--- src/rtl/irac_pkg.sv ---
// ----------------------------------------------------------------------------
// irac_pkg
// Shared constants and helpers for the integer to radix ASCII converter.
// ----------------------------------------------------------------------------
`default_nettype none

package irac_pkg;

  localparam int unsigned VALUE_BITS_DEF = 32;
  localparam int unsigned IN_W           = 32;
  localparam int unsigned RADIX_W        = 6;
  localparam int unsigned CHAR_W         = 7;
  localparam int unsigned OUT_TDATA_W    = 8;
  localparam int unsigned STEP_BITS      = 8;

  localparam logic [RADIX_W-1:0] RADIX_RESET = RADIX_W'(10);
  localparam logic [RADIX_W-1:0] BASE_MIN    = RADIX_W'(2);
  localparam logic [RADIX_W-1:0] BASE_MAX    = RADIX_W'(36);
  localparam logic [RADIX_W-1:0] BASE_DEC    = RADIX_W'(10);
  localparam logic [RADIX_W-1:0] DIGIT_MAX_DEC = RADIX_W'(9);

  localparam logic [CHAR_W-1:0] CHAR_ZERO     = CHAR_W'(8'h30);
  localparam logic [CHAR_W-1:0] CHAR_ALPHA_OF = CHAR_W'(8'h61 - 8'd10);
  localparam logic [CHAR_W-1:0] CHAR_MINUS    = CHAR_W'(8'h2d);

  function automatic logic [CHAR_W-1:0] digit_char(input logic [RADIX_W-1:0] d);
    if (d <= DIGIT_MAX_DEC) begin
      return CHAR_ZERO + CHAR_W'(d);
    end
    return CHAR_ALPHA_OF + CHAR_W'(d);
  endfunction

endpackage

`default_nettype wire

--- src/rtl/irac_divstep.sv ---
// ----------------------------------------------------------------------------
// irac_divstep
// Shared divide unit: several restoring long-division steps by the base.
// ----------------------------------------------------------------------------
`default_nettype none

module irac_divstep (
  input  wire logic [irac_pkg::RADIX_W-1:0]   base_i,
  input  wire logic [irac_pkg::RADIX_W-1:0]   rem_i,
  input  wire logic [irac_pkg::STEP_BITS-1:0] bits_i,
  output logic      [irac_pkg::STEP_BITS-1:0] quo_o,
  output logic      [irac_pkg::RADIX_W-1:0]   rem_o
);
  import irac_pkg::*;

  logic [RADIX_W:0]   t;
  logic [RADIX_W-1:0] r;

  // remainder stays below base, so {r, bit} fits in RADIX_W+1 bits
  always_comb begin
    r = rem_i;
    t = '0;
    quo_o = '0;
    for (int i = STEP_BITS - 1; i >= 0; i--) begin
      t = {r, bits_i[i]};
      if (t >= {1'b0, base_i}) begin
        quo_o[i] = 1'b1;
        t = t - {1'b0, base_i};
      end
      r = t[RADIX_W-1:0];
    end
    rem_o = r;
  end

endmodule

`default_nettype wire

--- src/rtl/irac_digit_ram.sv ---
// ----------------------------------------------------------------------------
// irac_digit_ram
// Digit store, one write and one registered read port.
// ----------------------------------------------------------------------------
`default_nettype none

module irac_digit_ram #(
  parameter int unsigned DEPTH = 32,
  parameter int unsigned AW    = 5
) (
  input  wire logic                           clk_i,
  input  wire logic                           we_i,
  input  wire logic [AW-1:0]                  waddr_i,
  input  wire logic [irac_pkg::RADIX_W-1:0]   wdata_i,
  input  wire logic                           re_i,
  input  wire logic [AW-1:0]                  raddr_i,
  output logic      [irac_pkg::RADIX_W-1:0]   rdata_o
);
  import irac_pkg::*;

  logic [RADIX_W-1:0] mem [DEPTH];

  always_ff @(posedge clk_i) begin
    if (we_i) begin
      mem[waddr_i] <= wdata_i;
    end
  end

  always_ff @(posedge clk_i) begin
    if (re_i) begin
      rdata_o <= mem[raddr_i];
    end
  end

endmodule

`default_nettype wire

--- src/rtl/integer_to_radix_ascii.sv ---
// ----------------------------------------------------------------------------
// integer_to_radix_ascii
// Converts a signed integer to ASCII text in a programmable base, MSD first.
// ----------------------------------------------------------------------------
// Sequence: accept in S_IDLE, then per digit the shared divide unit in S_DIV
//   takes the magnitude STEP_BITS bits at a time; digits are then emitted
//   MSD first through S_READ and S_LOAD, after a sign through S_SIGN.
// Flow: input is not ready while an item is divided or emitted.
// Reset: radix returns to 10, sequencer idle, no output pending.
// ----------------------------------------------------------------------------
`default_nettype none

module integer_to_radix_ascii #(
  parameter int unsigned VALUE_BITS = irac_pkg::VALUE_BITS_DEF
) (
  input  wire logic                              clk_i,
  input  wire logic                              rst_ni,
  input  wire logic                              cfg_we_i,
  input  wire logic [irac_pkg::RADIX_W-1:0]      cfg_wdata_i,   // radix
  input  wire logic                              s_axis_tvalid_i,
  output logic                                   s_axis_tready_o,
  input  wire logic [irac_pkg::IN_W-1:0]         s_axis_tdata_i, // [31:0] number_in
  output logic                                   m_axis_tvalid_o,
  input  wire logic                              m_axis_tready_i,
  output logic      [irac_pkg::OUT_TDATA_W-1:0]  m_axis_tdata_o, // [6:0] char_out
  output logic                                   m_axis_tlast_o  // last_char
);
  import irac_pkg::*;

  localparam int unsigned CHUNKS = (VALUE_BITS + STEP_BITS - 1) / STEP_BITS;
  localparam int unsigned PAD_W  = CHUNKS * STEP_BITS;
  localparam int unsigned CW     = (CHUNKS > 1) ? $clog2(CHUNKS) : 1;
  localparam int unsigned AW     = (VALUE_BITS > 1) ? $clog2(VALUE_BITS) : 1;
  localparam int unsigned EXT_W  = (VALUE_BITS > IN_W) ? VALUE_BITS : IN_W;

  typedef enum logic [2:0] {S_IDLE, S_DIV, S_SIGN, S_READ, S_LOAD} state_e;

  state_e             state_q;
  logic [RADIX_W-1:0] radix_q;
  logic [RADIX_W-1:0] base_q;
  logic [RADIX_W-1:0] rem_q;
  logic [PAD_W-1:0]   mag_q;
  logic [CW-1:0]      cnt_q;
  logic [AW-1:0]      wr_ptr_q;
  logic [AW-1:0]      rd_ptr_q;
  logic               sign_q;
  logic               out_valid_q;
  logic [CHAR_W-1:0]  out_char_q;
  logic               out_last_q;

  logic [RADIX_W-1:0]    base_eff;
  logic [EXT_W-1:0]      ext;
  logic [VALUE_BITS-1:0] raw;
  logic [VALUE_BITS-1:0] mag;
  logic                  neg;
  logic                  in_acc;
  logic                  cnt_last;
  logic                  out_free;
  logic                  out_load;
  logic [STEP_BITS-1:0]  quo;
  logic [RADIX_W-1:0]    rem_nx;
  logic [PAD_W-1:0]      mag_nx;
  logic [RADIX_W-1:0]    rd_digit;

  always_ff @(posedge clk_i or negedge rst_ni) begin
    if (!rst_ni) begin
      radix_q <= RADIX_RESET;
    end else if (cfg_we_i) begin
      radix_q <= cfg_wdata_i;
    end
  end

  always_comb begin
    if (radix_q < BASE_MIN) begin
      base_eff = BASE_MIN;
    end else if (radix_q > BASE_MAX) begin
      base_eff = BASE_MAX;
    end else begin
      base_eff = radix_q;
    end
  end

  assign ext = EXT_W'($signed(s_axis_tdata_i));
  assign raw = ext[VALUE_BITS-1:0];
  assign neg = raw[VALUE_BITS-1];
  assign mag = neg ? (VALUE_BITS'(0) - raw) : raw;

  assign s_axis_tready_o = (state_q == S_IDLE);
  assign in_acc          = s_axis_tvalid_i && s_axis_tready_o;
  assign cnt_last        = (cnt_q == CW'(CHUNKS - 1));
  assign out_free        = !out_valid_q || m_axis_tready_i;
  assign out_load        = ((state_q == S_SIGN) || (state_q == S_LOAD)) && out_free;

  irac_divstep u_div (
    .base_i (base_q),
    .rem_i  (rem_q),
    .bits_i (mag_q[PAD_W-1 -: STEP_BITS]),
    .quo_o  (quo),
    .rem_o  (rem_nx)
  );

  // quotient bits shift in at the bottom as dividend bits leave the top
  if (CHUNKS > 1) begin : g_shift
    assign mag_nx = {mag_q[PAD_W-STEP_BITS-1:0], quo};
  end else begin : g_single
    assign mag_nx = quo;
  end

  irac_digit_ram #(
    .DEPTH (VALUE_BITS),
    .AW    (AW)
  ) u_ram (
    .clk_i   (clk_i),
    .we_i    ((state_q == S_DIV) && cnt_last),
    .waddr_i (wr_ptr_q),
    .wdata_i (rem_nx),
    .re_i    (state_q == S_READ),
    .raddr_i (rd_ptr_q),
    .rdata_o (rd_digit)
  );

  always_ff @(posedge clk_i or negedge rst_ni) begin
    if (!rst_ni) begin
      state_q     <= S_IDLE;
      base_q      <= BASE_DEC;
      rem_q       <= '0;
      mag_q       <= '0;
      cnt_q       <= '0;
      wr_ptr_q    <= '0;
      rd_ptr_q    <= '0;
      sign_q      <= 1'b0;
      out_valid_q <= 1'b0;
      out_char_q  <= '0;
      out_last_q  <= 1'b0;
    end else begin
      if (out_load) begin
        out_valid_q <= 1'b1;
      end else if (m_axis_tready_i) begin
        out_valid_q <= 1'b0;
      end
      case (state_q)
        S_IDLE: begin
          if (in_acc) begin
            mag_q    <= PAD_W'(mag);
            base_q   <= base_eff;
            sign_q   <= neg && (base_eff == BASE_DEC);
            rem_q    <= '0;
            cnt_q    <= '0;
            wr_ptr_q <= '0;
            state_q  <= S_DIV;
          end
        end
        S_DIV: begin
          mag_q <= mag_nx;
          if (cnt_last) begin
            cnt_q <= '0;
            rem_q <= '0;
            if (mag_nx == '0) begin
              rd_ptr_q <= wr_ptr_q;
              state_q  <= sign_q ? S_SIGN : S_READ;
            end else begin
              wr_ptr_q <= wr_ptr_q + 1'b1;
            end
          end else begin
            cnt_q <= cnt_q + 1'b1;
            rem_q <= rem_nx;
          end
        end
        S_SIGN: begin
          if (out_free) begin
            out_char_q  <= CHAR_MINUS;
            out_last_q  <= 1'b0;
            state_q     <= S_READ;
          end
        end
        S_READ: begin
          state_q <= S_LOAD;
        end
        S_LOAD: begin
          if (out_free) begin
            out_char_q  <= digit_char(rd_digit);
            out_last_q  <= (rd_ptr_q == '0);
            if (rd_ptr_q == '0) begin
              state_q <= S_IDLE;
            end else begin
              rd_ptr_q <= rd_ptr_q - 1'b1;
              state_q  <= S_READ;
            end
          end
        end
        default: begin
          state_q <= S_IDLE;
        end
      endcase
    end
  end

  assign m_axis_tvalid_o = out_valid_q;
  assign m_axis_tdata_o  = OUT_TDATA_W'(out_char_q);
  assign m_axis_tlast_o  = out_last_q;

endmodule

`default_nettype wire

--- config.mk ---
export PLATFORM = sky130hd
export DESIGN_NAME = integer_to_radix_ascii
export DESIGN_NICKNAME = d
export VERILOG_FILES = /design/src/rtl/irac_pkg.sv /design/src/rtl/irac_divstep.sv /design/src/rtl/irac_digit_ram.sv /design/src/rtl/integer_to_radix_ascii.sv
export SDC_FILE = /design/constraint.sdc
export NUM_CORES = 1
export LEC_CHECK = 0
export ABC_AREA = 1
export BUFFER_PORTS_ARGS = -buffer_cell sky130_fd_sc_hd__clkbuf_2
export CAP_MARGIN = 25
export CORE_MARGIN = 2
export CORE_UTILIZATION = 40
export DETAILED_ROUTE_END_ITERATION = 7
export GPL_TIMING_DRIVEN = 0
export PLACE_DENSITY_LB_ADDON = 0.1
export RECOVER_POWER = 50
export REMOVE_ABC_BUFFERS = 1
export SETUP_SLACK_MARGIN = 0.2
export SYNTH_ARGS = -nofsm -noshare
export SYNTH_HDL_FRONTEND = slang
export SYNTH_SLANG_ARGS = --single-unit
--- constraint.sdc ---
create_clock -name clk_i -period 11.6 [get_ports clk_i]
set_clock_uncertainty 0.15 [all_clocks]
set_input_delay 1.16 -clock clk_i [delete_from_list [all_inputs] [get_ports clk_i]]
set_output_delay 1.16 -clock clk_i [all_outputs]
set_load 0.05 [all_outputs]
Word-level counts from Yosys, hierarchy flattened

Memory sizes are Yosys's and may differ from the RTL's. A register that Yosys moved wholly into a read port is not among the register bits.
Index checks and enable logic that the tools add are counted.

Register bits after elaboration: 75
RAM bits: 192
Output and inout bits: 11
Word-level logic and storage cells: 130
Memories kept: 1

Memories:

| name      | words | width | read ports | clocked after memory_dff | wr ports | RTL line             | RTL |
|---|---|---|---|---|---|---|---|
| u_ram.mem | 32    | 6     | 1          | 1                        | 1        | irac_digit_ram.sv:21 | `logic [RADIX_W-1:0] mem [DEPTH];` |

$add $sub $neg: 14
$lt $le $gt $ge: 11
Equal/unequal tests: 13
Mux-type cells: 59
Reductions and logical operators: 20

Operator list:

| cell                                                           | count |
|---|---|
| 2-to-1 mux 6 bit                                               | 12 |
| 2-to-1 mux 32 bit                                              | 2 |
| one-hot mux 32 bit (2 select lines)                            | 1 |
| >= comparator 7 x 6 -> 1 bit                                   | 8 |
| subtractor 6 bit                                               | 8 |
| 2-to-1 mux 5 bit                                               | 7 |
| zero test 32 bit                                               | 1 |
| subtractor 1 x 32 -> 32 bit, first input constant              | 1 |
| 2-to-1 mux 7 bit                                               | 4 |
| one-hot mux 5 bit (2 select lines)                             | 2 |
| 2-to-1 mux 1 bit                                               | 18 |
| 2-to-1 mux 3 bit                                               | 5 |
| one-hot mux 3 bit (5 select lines)                             | 1 |
| one-hot mux 7 bit (2 select lines)                             | 1 |
| one-hot mux 6 bit (2 select lines)                             | 1 |
| inequality test 2 bit, second input constant                   | 5 |
| AND reduction 5 bit                                            | 2 |
| nonzero test 2 bit                                             | 4 |
| adder 6 x 6 -> 7 bit, first input constant                     | 1 |
| adder 7 x 6 -> 7 bit, first input constant                     | 1 |
| == test 3 x 2 -> 1 bit, second input constant                  | 2 |
| == test 6 x 4 -> 1 bit, second input constant                  | 1 |
| > comparator 6 bit, second input constant                      | 1 |
| less-or-equal comparator 6 x 4 -> 1 bit, second input constant | 1 |
| other kinds (19)                                               | 27 |

Logic depth before layout (Yosys ltp)

Word-level depth: 20
Gate-level depth with buffers: 87
Gate-level depth less buffers: 84

By module

A second synthesis with hierarchy kept.

Cell total of the unflattened synthesis: 1849
Area total of the unflattened synthesis: 15837.7 um^2

By module, submodules not included:

| module                 | times used | cells each | area each (um^2) |
|---|---|---|---|
| irac_digit_ram         | 1          | 704        | 8137.8 |
| integer_to_radix_ascii | 1          | 690        | 4864.7 |
| irac_divstep           | 1          | 455        | 2835.2 |

Worst setup path after synthesis

Ideal clock, no wire load.

Path type: reg-to-reg
Start point: register base_q[1]
End point: memory u_ram.mem[0][3] (data pin)
Arrival time: 12.235 ns
Data required time: 11.149 ns
Slack: -1.086 ns
Stages on the path, launching flop included: 79
Path through: dfstp_2 -> inv_1 -> ha_1 -> nand3_1 -> nand2_1 -> nand2_2 -> nand3_4 -> nand2_1 -> nand2_1 -> ha_1 -> a21oi_1 -> nand3_1 -> a21oi_1 -> nand3_2 -> buf_6 -> nand2_1 -> nand2_1 -> ha_1 -> [43 not listed] -> a21oi_1 -> o21ai_0 -> a21oi_1 -> o21bai_1 -> a221oi_1 -> nand3_4 -> inv_4 -> o21ai_1 -> ha_1 -> nand2_1 -> o21ai_0 -> a21oi_1 -> o21bai_1 -> a211oi_1 -> nand3_4 -> inv_2 -> buf_6 -> o21ai_2

Longest elaborated chain between the ends: 16
Elaborated cells between the ends (all ways): 24
Classes of those cells: add/sub (8); order compare (8); mux (8)

RTL lines:

| element                                                          | RTL line                               | RTL |
|---|---|---|
| start, declared                                                  | integer_to_radix_ascii.sv:40           | `logic [RADIX_W-1:0] base_q;` |
| start signal, assigned                                           | integer_to_radix_ascii.sv:145          | `base_q <= base_eff;` |
| subtractor 6 bit or >= comparator 7 x 6 -> 1 bit (tied branches) | irac_divstep.sv:28, irac_divstep.sv:26 |  |
| 2-to-1 mux 6 bit                                                 | irac_divstep.sv:26                     | `if (t >= {1'b0, base_i}) begin` |
| subtractor 6 bit or >= comparator 7 x 6 -> 1 bit (tied branches) | irac_divstep.sv:28, irac_divstep.sv:26 |  |
| 2-to-1 mux 6 bit                                                 | irac_divstep.sv:26                     |  |
| subtractor 6 bit or >= comparator 7 x 6 -> 1 bit (tied branches) | irac_divstep.sv:28, irac_divstep.sv:26 |  |
| 2-to-1 mux 6 bit                                                 | irac_divstep.sv:26                     |  |
| subtractor 6 bit or >= comparator 7 x 6 -> 1 bit (tied branches) | irac_divstep.sv:28, irac_divstep.sv:26 |  |
| 2-to-1 mux 6 bit                                                 | irac_divstep.sv:26                     |  |
| subtractor 6 bit or >= comparator 7 x 6 -> 1 bit (tied branches) | irac_divstep.sv:28, irac_divstep.sv:26 |  |
| 2-to-1 mux 6 bit                                                 | irac_divstep.sv:26                     |  |
| >= comparator 7 x 6 -> 1 bit or subtractor 6 bit (tied branches) | irac_divstep.sv:26, irac_divstep.sv:28 |  |
| 2-to-1 mux 6 bit                                                 | irac_divstep.sv:26                     |  |
| subtractor 6 bit or >= comparator 7 x 6 -> 1 bit (tied branches) | irac_divstep.sv:28, irac_divstep.sv:26 |  |
| 2-to-1 mux 6 bit                                                 | irac_divstep.sv:26                     |  |
| subtractor 6 bit or >= comparator 7 x 6 -> 1 bit (tied branches) | irac_divstep.sv:28, irac_divstep.sv:26 |  |
| 2-to-1 mux 6 bit *                                               | irac_divstep.sv:26                     |  |
| net rem_nx[3]                                                    | integer_to_radix_ascii.sv:61           | `logic [RADIX_W-1:0] rem_nx;` |
| end, declared                                                    | irac_digit_ram.sv:21                   |  |

Mark *: on every way through the listed nets, which the timed path passes. The rest lies on a longest branch.

Worst setup path in the final report

Start point: register base_q[1]
End point: memory u_ram.mem[18][0] (data pin)

Longest elaborated chain between the ends: 16
Elaborated cells between the ends (all ways): 23
Classes of those cells: add/sub (7); order compare (8); mux (8)

RTL lines:

| element                                                          | RTL line |
|---|---|
| subtractor 6 bit or >= comparator 7 x 6 -> 1 bit (tied branches) | irac_divstep.sv:28, irac_divstep.sv:26 |
| 2-to-1 mux 6 bit                                                 | irac_divstep.sv:26 |
| subtractor 6 bit or >= comparator 7 x 6 -> 1 bit (tied branches) | irac_divstep.sv:28, irac_divstep.sv:26 |
| 2-to-1 mux 6 bit                                                 | irac_divstep.sv:26 |
| subtractor 6 bit or >= comparator 7 x 6 -> 1 bit (tied branches) | irac_divstep.sv:28, irac_divstep.sv:26 |
| 2-to-1 mux 6 bit                                                 | irac_divstep.sv:26 |
| subtractor 6 bit or >= comparator 7 x 6 -> 1 bit (tied branches) | irac_divstep.sv:28, irac_divstep.sv:26 |
| 2-to-1 mux 6 bit                                                 | irac_divstep.sv:26 |
| subtractor 6 bit or >= comparator 7 x 6 -> 1 bit (tied branches) | irac_divstep.sv:28, irac_divstep.sv:26 |
| 2-to-1 mux 6 bit                                                 | irac_divstep.sv:26 |
| >= comparator 7 x 6 -> 1 bit or subtractor 6 bit (tied branches) | irac_divstep.sv:26, irac_divstep.sv:28 |
| 2-to-1 mux 6 bit                                                 | irac_divstep.sv:26 |
| subtractor 6 bit or >= comparator 7 x 6 -> 1 bit (tied branches) | irac_divstep.sv:28, irac_divstep.sv:26 |
| 2-to-1 mux 6 bit                                                 | irac_divstep.sv:26 |
| >= comparator 7 x 6 -> 1 bit *                                   | irac_divstep.sv:26 |
| 2-to-1 mux 6 bit *                                               | irac_divstep.sv:26 |
| net rem_nx[0]                                                    | integer_to_radix_ascii.sv:61 |

Marks and branches as above.

==> key figures <==
Route
  – Post-DR wirelength/cell: 19.8 um
  – Final ANT Viol Nets: 0
  – Drt pass-1 iters: 7
  – Vias per cell: 5.37
  – Initial drt markers: 819
  – Routed wire length: 45000 um
  – Vias: 12200
  – DRC: 0

Placed design
  – Gpl congestion: 0.863
  – HPWL after detailed placement: 26600 um
  – Port Buffer Count: 52
  – Pre-CTS setup slack: -4140 ps
  – Placed cell area: 0.0157 sq mm

Cells and area
  – Layout area overhead: 29.8%
  – Reg area: 0.00784 sq mm
  – Multi-input gate area: 0.00724 sq mm
  – Filler cells: 3291
  – End-of-flow core utilization: 0.528
  – Finished Cell Area: 0.0193 sq mm
  – Antenna cells: 0
  – Layout cell share with drive strength beyond 1: 0.254
  – Fin nets: 1889

Floorplanning
  – Starting Density: 0.407
  – Die area: 0.0388 sq mm
  – CORE AREA: 0.0366 sq mm
  – Die Ht: 197 um
  – Die W: 197 um
  – Std-Cell Rows: 70
  – Total I/O pin count: 54

STA
  – Final hold violations: 0
  – Max Fclk: 84.3 MHz
  – Slew of the pin with the lowest slew margin: 3420 ps
  – Slew Viols, Final: 167
  – Final worst setup slack: -265 ps
  – Endpoints failing setup: 207
  – Fin crit period: 11870 ps
  – Period utilization: 1.02
  – Unrepaired setup endpoints after global routing: true
  – Worst hold slack: 332 ps
  – Max-slew headroom: -1.28

Critical path
  – Crit path max fanout: 7
  – Worst EP required: 11890 ps
  – Critical path class: flip-flop to flip-flop
  – Worst setup EP type: flip-flop
  – Crit path to: u_ram.mem[18][0]
  – CP arrival: 12160 ps
  – Flop2flop setup slack: -270 ps
  – Worst reg2reg path depth: 80
  – CP max stage cell: dfstp_4
  – Crit path top cell by count: buf_4
  – CP startpoint: base_q[1]
  – CP peak stage delay: 650 ps
  – R2r startpoint: base_q[1]
  – Reg2reg end: u_ram.mem[18][0]
  – CP Launch Type: flip-flop

Yosys
  – Seq/Total Area, Yosys: 0.526
  – Post-Syn Area: 0.0149 sq mm
  – Number of synthesized flops with an enable pin: 198
  – Ys flop type: edfxtp_1
  – Synth Area in Adders: 0.0612
  – Synth Area in Compound Gates: 0.137
  – Synth warnings: 0
  – Synth Area in Simple Gates: 0.184
  – Mux cell area share after synthesis: 0
  – Synth top cells by count: 263 x nand2_1, 218 x nor2_1, 198 x edfxtp_1
  – Share of flip-flops with an asynchronous set or reset: 0.275
  – Most frequent cell after synthesis: nand2_1
  – Largest family of logic cells by synthesized area: simple AND/OR/NAND/NOR gates
  – Main area contributors after synthesis: edfxtp_1 40%, dfrtp_1 12%, nand2_1 6.6%, o21ai_0 5.6%, nor2_1 5.5%
  – Synthesized area per cell: 9.41 sq um
  – Yosys cell types: 55
  – Post-synthesis cell count: 1583
  – Post-Synth XOR/XNOR Area: 0.0335
  – Area fraction of the dominant cell type after synthesis: 0.399
  – Yosys top cell by area: edfxtp_1
  – Register bit total from synthesis: 273

Worst hold path
  – Worst hold path type: flip-flop to flip-flop

Clocking
  – Clock-pin slew on the worst setup and hold paths: 60 ps
  – Clock buffer depth: 3
  – CTS root buffer: clkbuf_16
  – CTS tree: yes
  – Worst skew pair latency: 580 ps
  – H-Tree Depth: 1
  – CTS Hold Bufs: 0
  – Inserted Clock Buffers: 29
  – Clock sinks: 273

GRT
  – First-pass GRT wire length: 68700 um
  – Global route total overflow: 0
  – Largest net degree at the start of global routing: 86
  – Initial antenna violation count: 1
  – GRT Total Usage: 0.229
  – Number of global-route vias before repair: 12100

Outcome
  – Failing checks: capacitance limit, slew limit, setup timing
  – Outcome: complete, but fails checks

Job
  – Number of max-cap violations: 4
==> worst min path at each step <==
stage | cells after the start | endpoint | slack [ps] | start
6_report | 2 | m_axis_tlast_o | 330 | m_axis_tlast_o
2_1_floorplan | 2 | sign_q | 300 | sign_q
3_3_place_gp | 2 | m_axis_tlast_o | 310 | m_axis_tlast_o
3_5_place_dp | 2 | m_axis_tlast_o | 320 | m_axis_tlast_o
4_1_cts | 1 | mag_q[11] | 320 | rst_ni
5_1_grt | 2 | m_axis_tlast_o | 370 | m_axis_tlast_o
==> critical path, delay by kind of cell, from the launching register on <==
| kind | cells | cell delay [ps] |
|---|---|---|
| and+or+nand+nor | 26 | 2880 |
| adders and majority gates | 7 | 1790 |
| AOI/OAI and AO/OA | 20 | 2840 |
| buffers and inverters | 27 | 3340 |
| DFF | 1 | 650 |
==> placed cells by master, fill, tap and decap left out, types with 15 or more instances in the layout <==
cell type / synthesis / final
nor3_1: 20 / 19
o21ai_4: 0 / 15
ha_1: 60 / 34
buf_4: 1 / 114
clkbuf_1: 54 / 23
xnor2_1: 22 / 21
buf_12: 0 / 15
nand2_2: 9 / 37
clkbuf_16: 0 / 37
nand4_1: 16 / 16
o21ai_0: 168 / 155
xor2_1: 35 / 34
buf_6: 3 / 26
nor2_1: 218 / 215
a21oi_1: 32 / 19
o22ai_1: 62 / 61
edfxtp_1: 198 / 198
nand3_4: 11 / 15
nand3_1: 51 / 40
ha_4: 0 / 24
dfrtp_1: 71 / 69
inv_1: 150 / 136
clkbuf_2: 0 / 37
nand2_4: 1 / 23
nand2_1: 263 / 213
o221ai_1: 31 / 30
==> per-layer routing <==
metal / global-route usage / share of wire
met4: 0.0788 / 0.042
met1: 0.301 / 0.43
met2: 0.394 / 0.49
met3: 0.0238 / 0.042
met5: 0 / 0
==> through the flow <==
stage,setup TNS (ps),std cells
2_1_floorplan,-201080,1519
3_3_place_gp,-875440,2039
3_5_place_dp,-816380,2049
4_1_cts,-25460,2238
5_1_grt,-150420,2269
6_report,-35640,2269
==> cell families (layout without fill, tap and decap cells) <==
family / count (synthesis) / after routing
fa+ha+maj: 68 / 68
simple gates: 621 / 621
buf+inv: 220 / 435
xor+xnor: 57 / 57
flops: 273 / 273
other cells: 1 / 1
compound gates: 343 / 346
==> flip-flops by register name (all words and copies together) (netlist names), 2 cells and up <==
register,flops
cnt_q,2
state_q,3
rd_ptr_q,5
wr_ptr_q,5
u_ram.rdata_o,6
u_ram.mem,192
mag_q,32
radix_q,6
out_char_q,7
base_q,6
rem_q,6
==> layout make-up <==
cell class              instances  area share
clock buffers                  39      0.0432
repair buffers                224       0.105
repair inverters                1    0.000583
inverters                     156      0.0331
well taps                     468      0.0303
clock inverters                15     0.00770
multi-input cells            1093       0.374
flip-flops and latches        273       0.405
==> timing repair <==
item / 4_1_cts / 5_1_grt
resized for setup: 162 / 103
setup endpoints to repair: 212 / 211
pin swaps: 63 / 87
gates cloned: 10 / 3
setup buffers: 125 / 28
Power is left out: the tool's default activity adds up to more than one toggle a clock period on the data nets, which glitch-free logic cannot reach.
